### src/rtl/core/wildcard_glob_matcher_top_assert.svh
// Assertion macros used by the glob matcher RTL
`ifndef WILDCARD_GLOB_MATCHER_TOP_ASSERT_SVH
`define WILDCARD_GLOB_MATCHER_TOP_ASSERT_SVH

// same-cycle implication, checked out of reset
`define WGM_ASSERT_NOW(lbl, ante, cons, msg) \
	lbl: assert property (@(posedge clk) disable iff (!arst_n) (ante) |-> (cons)) \
		else $error(msg);

// next-cycle implication, checked out of reset
`define WGM_ASSERT_NXT(lbl, ante, cons, msg) \
	lbl: assert property (@(posedge clk) disable iff (!arst_n) (ante) |=> (cons)) \
		else $error(msg);

`endif

### src/rtl/core/wgm_pkg.sv
// Package: types and constants of the glob matcher
`timescale 1ns / 1ps
`default_nettype none
package wgm_pkg;
	localparam int CHAR_W          = 8;
	localparam int LEN_W           = 6;
	localparam int PATTERN_MAX_DEF = 32;

	localparam logic [CHAR_W-1:0] CH_STAR     = 8'd42;
	localparam logic [CHAR_W-1:0] CH_QUESTION = 8'd63;

	// broadcast from the top level to every cell
	typedef struct packed {
		logic              pat;        // pattern word accepted
		logic              pat_start;  // that word opens a new pattern
		logic              pat_we;     // the word is stored (not dropped)
		logic [LEN_W-1:0]  wpos;       // store position of the word
		logic              txt;        // text word accepted
		logic              last;       // word ends its string
		logic              text_open;  // a text string is in progress
		logic [CHAR_W-1:0] ch;         // character of the word
	} cell_ctl_t;

	typedef struct packed {
		logic matched;
		logic pattern_overflow;
	} result_t;
endpackage
`default_nettype wire

### src/rtl/core/wgm_if.sv
// Channel interfaces: input words and result words
`timescale 1ns / 1ps
`default_nettype none
interface wgm_in_if;
	import wgm_pkg::*;
	logic              valid;
	logic              ready;
	logic              req_type;
	logic [CHAR_W-1:0] char_code;
	logic              is_last;

	modport source(output valid, req_type, char_code, is_last, input ready);
	modport sink(input valid, req_type, char_code, is_last, output ready);
endinterface

interface wgm_out_if;
	logic valid;
	logic ready;
	logic matched;
	logic pattern_overflow;

	modport source(output valid, matched, pattern_overflow, input ready);
	modport sink(input valid, matched, pattern_overflow, output ready);
endinterface
`default_nettype wire

### src/rtl/core/wgm_cell.sv
// One pattern position: stored character, prefix bit and star-tail flag
`timescale 1ns / 1ps
`default_nettype none
module wgm_cell #(
	parameter int IDX = 0
) (
	input  wire logic              clk,
	input  wire logic              arst_n,
	input  wire wgm_pkg::cell_ctl_t ctl,
	input  wire logic              clo_in,
	input  wire logic              adv_in,
	output logic                   clo_out,
	output logic                   adv_out,
	output logic                   hit
);
	import wgm_pkg::*;

	localparam logic SEED = (IDX == 0) ? 1'b1 : 1'b0;
	localparam logic [LEN_W-1:0] POS = LEN_W'(IDX);

	logic [CHAR_W-1:0] char_q;
	logic              valid_q;
	logic              tail_q;
	logic              raw_q;

	logic here;
	logic is_star;
	logic cur;
	logic next_raw;

	always_comb begin
		here     = ctl.pat_we && (ctl.wpos == POS);
		is_star  = (char_q == CH_STAR);
		// closed prefix bit: seed or stored raw bit, plus closure from the left
		cur      = (ctl.text_open ? raw_q : SEED) | clo_in;
		clo_out  = cur & valid_q & is_star;
		adv_out  = cur & valid_q & ~is_star &
			((char_q == CH_QUESTION) || (char_q == ctl.ch));
		next_raw = clo_out | adv_in;
		// tail flag: everything from here to the pattern end is a star
		hit      = next_raw & tail_q;
	end

	always_ff @(posedge clk or negedge arst_n) begin
		if (!arst_n) begin
			valid_q <= 1'b0;
			tail_q  <= 1'b1;
			raw_q   <= 1'b0;
		end else begin
			if (ctl.pat) begin
				valid_q <= here | (valid_q & ~ctl.pat_start);
				if (ctl.pat_we && (POS <= ctl.wpos) && (ctl.ch != CH_STAR))
					tail_q <= 1'b0;
				else
					tail_q <= ctl.pat_start | tail_q;
			end
			if (ctl.pat_start)
				raw_q <= 1'b0;
			else if (ctl.txt)
				raw_q <= ctl.last ? 1'b0 : next_raw;
		end
	end

	always_ff @(posedge clk) begin
		if (here)
			char_q <= ctl.ch;
	end
endmodule
`default_nettype wire

### src/rtl/core/wgm_out_queue.sv
// Two-entry result queue between the cell row and the result channel
`timescale 1ns / 1ps
`default_nettype none
module wgm_out_queue (
	input  wire logic             clk,
	input  wire logic             arst_n,
	input  wire logic             push,
	input  wire wgm_pkg::result_t push_data,
	output logic                  full,
	wgm_out_if.source             result
);
	import wgm_pkg::*;

	logic [1:0] cnt_q;
	result_t    ent0_q;
	result_t    ent1_q;
	logic       pop;
	logic [1:0] wr_idx;

	always_comb begin
		pop     = result.valid & result.ready;
		wr_idx  = cnt_q - {1'b0, pop};
		full    = (cnt_q == 2'd2);
		result.valid            = (cnt_q != 2'd0);
		result.matched          = ent0_q.matched;
		result.pattern_overflow = ent0_q.pattern_overflow;
	end

	always_ff @(posedge clk or negedge arst_n) begin
		if (!arst_n)
			cnt_q <= 2'd0;
		else
			cnt_q <= cnt_q + {1'b0, push} - {1'b0, pop};
	end

	always_ff @(posedge clk) begin
		// on a pop from a full queue shift the head forward, then drop the new word in the first free slot
		if (pop && full)
			ent0_q <= ent1_q;
		if (push) begin
			if (wr_idx == 2'd0)
				ent0_q <= push_data;
			else
				ent1_q <= push_data;
		end
	end
endmodule
`default_nettype wire

### src/rtl/core/wildcard_glob_matcher_top.sv
// Glob matcher top level: pattern store as a row of cells, result queue
// The result is queued when the last text word is accepted; the queue presents results in order.
// Throughput: one word per cycle, pattern or text; ready drops only with two results queued.
// Cycle time is set by the star-closure ripple through the row of PATTERN_MAX cells.
// Reset clears pattern length, prefix bits, the queue and all flags but the tail flags, which it sets;
// stored characters are not cleared and are never read before they are written.
`timescale 1ns / 1ps
`default_nettype none
`include "wildcard_glob_matcher_top_assert.svh"
module wildcard_glob_matcher_top #(
	parameter int PATTERN_MAX = wgm_pkg::PATTERN_MAX_DEF
) (
	input wire logic  clk,
	input wire logic  arst_n,
	wgm_in_if.sink    item,
	wgm_out_if.source result
);
	import wgm_pkg::*;

	localparam int LEN_CW = $clog2(PATTERN_MAX + 1);
	localparam logic [LEN_CW-1:0] LEN_MAX = LEN_CW'(PATTERN_MAX);

	logic [LEN_CW-1:0] len_q;
	logic              pattern_open_q;
	logic              text_open_q;
	logic              overflow_q;

	logic              full;
	logic              accept;
	logic              pat;
	logic              txt;
	logic              pat_start;
	logic              pat_we;
	logic [LEN_CW-1:0] len_eff;
	logic              push;
	result_t           push_data;
	cell_ctl_t         ctl;

	logic [PATTERN_MAX:0]   clo;
	logic [PATTERN_MAX:0]   adv;
	logic [PATTERN_MAX-1:0] hit;

	always_comb begin
		item.ready = ~full;
		accept     = item.valid & ~full;
		pat        = accept & ~item.req_type;
		txt        = accept & item.req_type;
		pat_start  = pat & ~pattern_open_q;
		len_eff    = pat_start ? '0 : len_q;
		pat_we     = pat && (len_eff < LEN_MAX);

		ctl.pat       = pat;
		ctl.pat_start = pat_start;
		ctl.pat_we    = pat_we;
		ctl.wpos      = LEN_W'(len_eff);
		ctl.txt       = txt;
		ctl.last      = item.is_last;
		ctl.text_open = text_open_q;
		ctl.ch        = item.char_code;

		push                       = txt & item.is_last;
		push_data.matched          = (|hit) | adv[PATTERN_MAX];
		push_data.pattern_overflow = overflow_q;
	end

	// nothing enters the left end of the row
	assign clo[0] = 1'b0;
	assign adv[0] = 1'b0;

	for (genvar i = 0; i < PATTERN_MAX; i++) begin : g_cell
		wgm_cell #(
			.IDX(i)
		) u_cell (
			.clk    (clk),
			.arst_n (arst_n),
			.ctl    (ctl),
			.clo_in (clo[i]),
			.adv_in (adv[i]),
			.clo_out(clo[i+1]),
			.adv_out(adv[i+1]),
			.hit    (hit[i])
		);
	end

	always_ff @(posedge clk or negedge arst_n) begin
		if (!arst_n) begin
			len_q          <= '0;
			pattern_open_q <= 1'b0;
			text_open_q    <= 1'b0;
			overflow_q     <= 1'b0;
		end else begin
			if (pat) begin
				len_q          <= pat_we ? len_eff + 1'b1 : len_eff;
				overflow_q     <= (overflow_q & ~pat_start) | ~pat_we;
				pattern_open_q <= ~item.is_last;
				if (pat_start)
					text_open_q <= 1'b0;
			end else if (txt) begin
				pattern_open_q <= 1'b0;
				text_open_q    <= ~item.is_last;
			end
		end
	end

	wgm_out_queue u_out_queue (
		.clk      (clk),
		.arst_n   (arst_n),
		.push     (push),
		.push_data(push_data),
		.full     (full),
		.result   (result)
	);

	`WGM_ASSERT_NXT(a_start_len, pat_start, len_q == 1, "new pattern must hold one char")
	`WGM_ASSERT_NOW(a_ovf_full, overflow_q, len_q == LEN_MAX, "overflow with room left")
	`WGM_ASSERT_NOW(a_len_range, 1'b1, len_q <= LEN_MAX, "pattern length out of range")
	`WGM_ASSERT_NXT(a_push_out, push, result.valid, "queued result not presented")
	`WGM_ASSERT_NXT(a_text_open, txt && !item.is_last, text_open_q, "text string not held open")
endmodule
`default_nettype wire
### src/flat_wrapper.sv
// flat-port wrapper written by rule: the top's interface ports become plain ports
module wildcard_glob_matcher_top_flat import wgm_pkg::*;
#(
	parameter int PATTERN_MAX = wgm_pkg::PATTERN_MAX_DEF
)
  (clk, arst_n, item_valid, item_req_type, item_char_code, item_is_last, item_ready, result_valid, result_matched, result_pattern_overflow, result_ready);
  wgm_in_if item_i ();
  wgm_out_if result_i ();
  input wire logic clk;
  input wire logic arst_n;
  input wire logic [$bits(item_i.valid)-1:0] item_valid;
  input wire logic [$bits(item_i.req_type)-1:0] item_req_type;
  input wire logic [$bits(item_i.char_code)-1:0] item_char_code;
  input wire logic [$bits(item_i.is_last)-1:0] item_is_last;
  output wire logic [$bits(item_i.ready)-1:0] item_ready;
  output wire logic [$bits(result_i.valid)-1:0] result_valid;
  output wire logic [$bits(result_i.matched)-1:0] result_matched;
  output wire logic [$bits(result_i.pattern_overflow)-1:0] result_pattern_overflow;
  input wire logic [$bits(result_i.ready)-1:0] result_ready;
  assign item_i.valid = item_valid;
  assign item_i.req_type = item_req_type;
  assign item_i.char_code = item_char_code;
  assign item_i.is_last = item_is_last;
  assign item_ready = item_i.ready;
  assign result_valid = result_i.valid;
  assign result_matched = result_i.matched;
  assign result_pattern_overflow = result_i.pattern_overflow;
  assign result_i.ready = result_ready;
  wildcard_glob_matcher_top #(.PATTERN_MAX(PATTERN_MAX)) u_core (.clk(clk), .arst_n(arst_n), .item(item_i), .result(result_i));
endmodule
### config.mk
export PLATFORM = sky130hd
export DESIGN_NAME = wildcard_glob_matcher_top_flat
export DESIGN_NICKNAME = d
export VERILOG_FILES = /design/src/rtl/core/wgm_pkg.sv /design/src/rtl/core/wgm_if.sv /design/src/rtl/core/wgm_cell.sv /design/src/rtl/core/wgm_out_queue.sv /design/src/rtl/core/wildcard_glob_matcher_top.sv /design/src/flat_wrapper.sv
export VERILOG_INCLUDE_DIRS = /design/src /design/src/rtl/core
export SDC_FILE = /design/constraint.sdc
export NUM_CORES = 1
export LEC_CHECK = 0
export ABC_AREA = 1
export BUFFER_PORTS_ARGS = -buffer_cell sky130_fd_sc_hd__buf_2
export CORE_MARGIN = 2
export CORE_UTILIZATION = 57
export CTS_BUF_LIST = sky130_fd_sc_hd__clkbuf_16
export DETAILED_ROUTE_END_ITERATION = 8
export PLACE_DENSITY = 0.79
export SYNTH_ARGS = -nofsm -noshare
export SYNTH_HDL_FRONTEND = slang
export SYNTH_SLANG_ARGS = --single-unit
### constraint.sdc
create_clock -name clk -period 6.5 [get_ports clk]
set_clock_uncertainty 0.2 [all_clocks]
set_input_delay 1.3 -clock clk [delete_from_list [all_inputs] [get_ports clk]]
set_output_delay 1.3 -clock clk [all_outputs]
set_load 0.01 [all_outputs]
Yosys cells after proc, flatten, opt, wreduce, memory -nomap -nowiden
Cells that the tools add are included.
{ "totals": {"ff_bits": 367, "inputBits": 14} }
{ "classes": {"add_sub_neg": 4, "order_cmp": 33, "eq_ne": 130, "mux": 170, "bitwise_logic": 366, "n_reduce_logical": 138} }
{ "op_table": {"columns": ["op", "count"], "rows": [
  ["$eq A8 B6 Y1 const B", 64],
  ["$eq A8 B8 Y1", 32],
  ["$and A1 B1 Y1", 199],
  ["$mux W1", 165],
  ["$or A1 B1 Y1", 128],
  ["$logic_and A1 B1 Y1", 98],
  ["$eq A6 B5 Y1 const B", 16],
  ["$le A5 B6 Y1 const A", 16],
  ["$eq A6 B4 Y1 const B", 8],
  ["$le A4 B6 Y1 const A", 8],
  ["$not A1 Y1", 39],
  ["$logic_or A1 B1 Y1", 32],
  ["$reduce_or A32 Y1", 1],
  ["$eq A6 B3 Y1 const B", 4],
  ["$le A3 B6 Y1 const A", 4],
  ["$eq A6 B2 Y1 const B", 2],
  ["$le A1 B6 Y1 const A", 2],
  ["$le A2 B6 Y1 const A", 2],
  ["$mux W6", 2],
  ["$ne A8 B6 Y1 const B", 1],
  ["$add A6 B1 Y6 const B", 1],
  ["$eq A6 B1 Y1 const B", 1],
  ["$logic_not A6 Y1", 1],
  ["$lt A6 B6 Y1 const B", 1],
  ["other kinds (8)", 14]
]} }

Longest topological paths before layout
{ "logic_depth": {"depth_word": 102, "depth_mapped": 71, "depth_no_buf": 71} }

By module
Synthesis repeated with hierarchy kept, for this count alone.
{ "hier_totals": {"hier_cells": 2527, "area_unflattened_um2": 21605.7} }
{ "by_module_without_submodules": {"columns": ["mod", "instances", "cells_each", "area_each_um2"], "rows": [
  ["wgm_cell (u_core.g_cell[21].u_cell ...)", 2, 80, 658.1],
  ["wgm_cell (u_core.g_cell[24].u_cell ...)", 2, 71, 634.4],
  ["wgm_cell (u_core.g_cell[6].u_cell)", 1, 77, 670.6],
  ["wgm_cell (u_core.g_cell[5].u_cell)", 1, 82, 666.9],
  ["wgm_cell (u_core.g_cell[10].u_cell)", 1, 79, 665.6],
  ["wgm_cell (u_core.g_cell[17].u_cell)", 1, 80, 664.4],
  ["wgm_cell (u_core.g_cell[19].u_cell)", 1, 79, 658.1],
  ["wgm_cell (u_core.g_cell[20].u_cell)", 1, 77, 658.1],
  ["wgm_cell (u_core.g_cell[29].u_cell)", 1, 82, 658.1],
  ["wgm_cell (u_core.g_cell[27].u_cell)", 1, 77, 656.9],
  ["wgm_cell (u_core.g_cell[7].u_cell)", 1, 75, 656.9],
  ["wgm_cell (u_core.g_cell[13].u_cell)", 1, 77, 655.6],
  ["wgm_cell (u_core.g_cell[30].u_cell)", 1, 75, 655.6],
  ["wgm_cell (u_core.g_cell[26].u_cell)", 1, 75, 654.4],
  ["18 more rows", null, null, null]
]} }

Worst setup path after synthesis
OpenSTA, ideal clock, no wires.
{ "synth_timing": {"path_type": "reg-to-reg", "startpoint": "register u_core.g_cell[1].u_cell.char_q[2]", "endpoint": "register u_core.u_out_queue.ent0_q (netlist bit u_core.u_out_queue.result.matched)", "setup_time_ps": 58, "t_arrival_ps": 5402, "slack_ps": 840, "path_stages_with_launch": 69, "path_buffers": 0, "period_less_slack_ps": 5660, "cell_sequence": "edfxtp_1 or2_0 nor3_2 nand3_2 nand2_2 nand3_2 nand2_2 nand3_2 nand2_2 nand3_2 nand2_2 nand3_2 nand2_2 nand3_2 nand2_2 nand3_2 nand2_2 nand3_2 [... 33 more ...] nand3_2 nand2_1 nand3_1 nand2_2 nand3_2 nand2_2 nand3_2 nand2_2 nand3_2 nand2_2 nand3_2 nand2_1 nand3_1 nand2_1 nand2_1 nand2_1 nand2_1 nand2_1"} }
{ "synth_lines": {"columns": ["element", "line", "text"], "rows": [
  ["start, declared", "wgm_cell.sv:21", "logic [CHAR_W-1:0] char_q;"],
  ["start signal, assigned", "wgm_cell.sv:66", "char_q <= ctl.ch;"],
  ["end signal, assigned", "wgm_out_queue.sv:39", "ent0_q <= ent1_q;"],
  ["end signal, assigned", "wgm_out_queue.sv:42", "ent0_q <= push_data;"],
  ["end, declared", "wgm_out_queue.sv:15", "result_t ent0_q;"]
]} }

==> results.sh <==
export IMPL_outcome="finished with violations"
export IMPL_violations="setup timing"
export IMPL_cts_tree="yes"
export IMPL_synth_area_leader_cell="edfxtp_1"
export IMPL_yosysWarnings=0
export IMPL_synth_top_area_frac=0.4162
export IMPL_synthAdderAreaFrac=0.003361
export IMPL_fp_row_count=66
export IMPL_ctsHoldBuffers=0
export IMPL_ys_flop_type="edfxtp_1"
export IMPL_track_usage=0.2896
export IMPL_clock_latency_ps=520
export IMPL_grt_busiest_layer="met2"
export IMPL_die_w_um=184.7
export IMPL_synthSimpleGateAreaFrac=0.2512
export IMPL_netlist_top_cells_area="edfxtp_1 (42%), dfrtp_1 (10%), nand2_1 (7.9%), dfstp_2 (4.5%), xnor2_1 (4.2%)"
export IMPL_setup_viol=3
export IMPL_antennaDiodeCount=0
export IMPL_routedWlPerCell_um=20.12
export IMPL_crit_fanout=3
export IMPL_start_kind="flop"
export IMPL_h_tree_depth=2
export IMPL_drive_gt1_frac=0.1865
export IMPL_synth_distinct_cells=57
export IMPL_rsz0062_at_grt="yes"
export IMPL_numCtsBuffers=38
export IMPL_grtUsageMet1=0.3850
export IMPL_avgViaCountPerCell=6.026
export IMPL_synth_seq_cells=367
export IMPL_syn_avg_cell_area_um2=9.860
export IMPL_p_per_area_nw_per_um2=256.7
export IMPL_report_final_slew_viol_count=0
export IMPL_synthXorXnorAreaFrac=0.05034
export IMPL_drtPass1Iterations=6
export IMPL_fin_cells=2431
export IMPL_synth_cells=1888
export IMPL_grt_overflow=0
export IMPL_cts_buffer_depth=3
export IMPL_fin_util=0.6424
export IMPL_synth_mux_area_frac=0.0006049
export IMPL_ir_drop_mv=0.2744
export IMPL_antenna_found_initial=0
export IMPL_relSlewSlack=0.3840
export IMPL_drc=0
export IMPL_async_flop_share=0.2916
export IMPL_synth_edff_count=258
export IMPL_critPathKind="flop to flop"
export IMPL_grt_use_met3=0.04327
export IMPL_synth_compound_area_share=0.07656
export IMPL_slowest_stage="edfxtp_1"
export IMPL_synth_top_family_by_area="simple AND/OR/NAND/NOR gates"
export IMPL_core_um2=32370
export IMPL_post_place_ws_ps=-170.3
export IMPL_crit_top_cell="nand2_2"
export IMPL_tightest_slew_ps=915.6
export IMPL_slowest_delay_ps=410
export IMPL_grtUsageMet2=0.4848
export IMPL_end_kind="flop"
export IMPL_min_period_over_period=1.028
export IMPL_grt_pass1_wl_mm=75.84
export IMPL_finalCriticalPeriod_ps=6684
export IMPL_hold_violations=0
export IMPL_first_global_vias=14320
export IMPL_worstPathRequired_ps=6770
export IMPL_p_total_w=0.005339
export IMPL_dieHeight_um=184.7
export IMPL_ios=18
export IMPL_dp_cells=2324
export IMPL_fin_ws_ps=-183.9
export IMPL_dieArea_um2=34120
export IMPL_cp_data_arrival_time_ps=6960
export IMPL_port_buffers=17
export IMPL_fin_tns_setup_ps=-425.4
export IMPL_clk_pin_slew_worst_paths_ps=60
export IMPL_drtIter0Drc=1717
export IMPL_max_freq_mhz=149.6
export IMPL_leakagePower_nw=8.004
export IMPL_vias=14650
export IMPL_syn_nets=1907
export IMPL_finalWirelength_mm=48.90
export IMPL_hold_class="flop to flop"
export IMPL_grt_max_degree=67
export IMPL_start_util=0.5751
export IMPL_synth_seq_area_share=0.5643
export IMPL_cts_sinks=367
export IMPL_area_delta_synth_final_pct=11.70
export IMPL_maxCapViolations=0
export IMPL_ant_nets=0
export IMPL_cts_root_buffer="clkbuf_16"
export IMPL_routabilityCongestion=0.9726
export IMPL_syn_area_um2=18620
export IMPL_layout_nets=1979
export IMPL_place_hpwl_mm=32.79
## metal layers
metal	vias to the layer above	wire [um]
met5	-	0
met1	7136	19770
met4	0	1498
met2	714	23460
li1	6679	-
met3	121	4172
## flip-flops by register name, indices dropped and copies added, names as in the netlist
register	cells
u_core.len_q	6
u_core.u_out_queue.result.pattern_overflow	1
u_core.u_out_queue.result.matched	1
u_core.u_out_queue.ent1_q	2
u_core.g_cell.u_cell.valid_q	32
u_core.text_open_q	1
u_core.g_cell.u_cell.char_q	256
u_core.u_out_queue.cnt_q	2
u_core.overflow_q	1
u_core.g_cell.u_cell.tail_q	32
u_core.g_cell.u_cell.raw_q	32
u_core.pattern_open_q	1
## where the power goes
| part | internal (W) | leakage (nW) | switching [W] | total (W) |
|---|---|---|---|---|
| Combinational | 0.000191 | 3.70 | 0.000492 | 0.000682 |
| Clock | 0.00112 | 0.600 | 0.000869 | 0.00199 |
| Sequential | 0.00261 | 3.71 | 0.0000501 | 0.00266 |
## layout by cell type, fill, tap and decap left out, types with 19 or more instances in the layout
master,count
a21oi_1,25
buf_4,85
clkbuf_16,39
dfrtp_1,75
dfstp_2,32
edfxtp_1,258
inv_1,180
inv_2,23
nand2_1,384
nand2_2,35
nand3_1,82
nand3_2,31
nand4_1,100
nor2_1,135
nor4_1,33
o2111ai_1,19
o21ai_0,41
o21ai_1,27
or2_2,88
xnor2_1,89
## through the flow
step / area [um2] / hold slack (ps)
floorplan: 18620 / 224.9
global placement: 19330 / 253.1
detailed placement: 19330 / 237.1
CTS: 20620 / 252.7
global route: 20790 / 272.6
finish: 20790 / 261.4
## kinds of logic after synthesis
logic type / after synthesis
multiplexers: 1
buffers and inverters: 263
AO/OA/AOI/OAI: 209
AND/OR/NAND/NOR: 936
XOR/XNOR: 107
flip-flops: 367
adder cells (fa/ha/maj): 5
## critical path: cells and delay by family, from the launching register on
kind                   cells  cell delay (ps)
and+or+nand+nor           70             5910
DFF                        1              410
buffers and inverters      1               90
## cells in the mapped netlist, drive strengths merged (2+ instances only)
| master | n |
|---|---|
| a2111oi | 2 |
| a211oi | 2 |
| a21o | 2 |
| a21oi | 27 |
| a22oi | 7 |
| a2bb2oi | 5 |
| a31oi | 2 |
| a32o | 12 |
| buf | 9 |
| clkbuf | 58 |
| clkinv | 5 |
| dfrtp | 75 |
| dfstp | 32 |
| dfxtp | 2 |
| edfxtp | 258 |
| ha | 5 |
| inv | 191 |
| nand2 | 419 |
| nand3 | 114 |
| nand3b | 13 |
| nand4 | 100 |
| nor2 | 137 |
| nor3 | 10 |
| nor4 | 41 |
| o2111a | 3 |
| o2111ai | 19 |
| o211ai | 3 |
| o21a | 3 |
| o21ai | 68 |
| o221ai | 3 |
| o22ai | 16 |
| o31ai | 8 |
| o32a | 2 |
| o32ai | 13 |
| o41ai | 6 |
| or2 | 102 |
| xnor2 | 89 |
| xor2 | 18 |
## final cells by class
| class | instances | area [um2] |
|---|---|---|
| repair buffers | 99 | 708.2 |
| inverters | 196 | 735.7 |
| clock inverters | 30 | 155.1 |
| fillers | 2428 | 11580 |
| clock buffers | 39 | 975.9 |
| flip-flops and latches | 367 | 10510 |
| well taps | 442 | 553.0 |
| multi-input cells | 1258 | 7161 |
## repair_timing
| item | CTS | global route |
|---|---|---|
| setup buffers | 20 | 18 |
| pin swaps | 3 | 5 |
| setup endpoints to repair | 4 | 8 |
| gates resized for setup | 5 | 12 |
## worst paths after layout
path	from	end	slack, ps	cells past startpoint
setup / recovery	u_core.g_cell[0].u_cell.char_q[2]	u_core.u_out_queue.result.matched	-180	71
hold / removal	u_core.overflow_q	u_core.u_out_queue.ent1_q[0]	260	0
setup reg to reg	u_core.g_cell[0].u_cell.char_q[2]	u_core.u_out_queue.result.matched	-180	71
hold reg to reg	u_core.overflow_q	u_core.u_out_queue.ent1_q[0]	260	0
max in group asynchronous	arst_n	u_core.g_cell[5].u_cell.raw_q	4310	2
min in group asynchronous	arst_n	u_core.g_cell[19].u_cell.raw_q	600	1
Note: power is estimated with default switching activity, not from simulation.
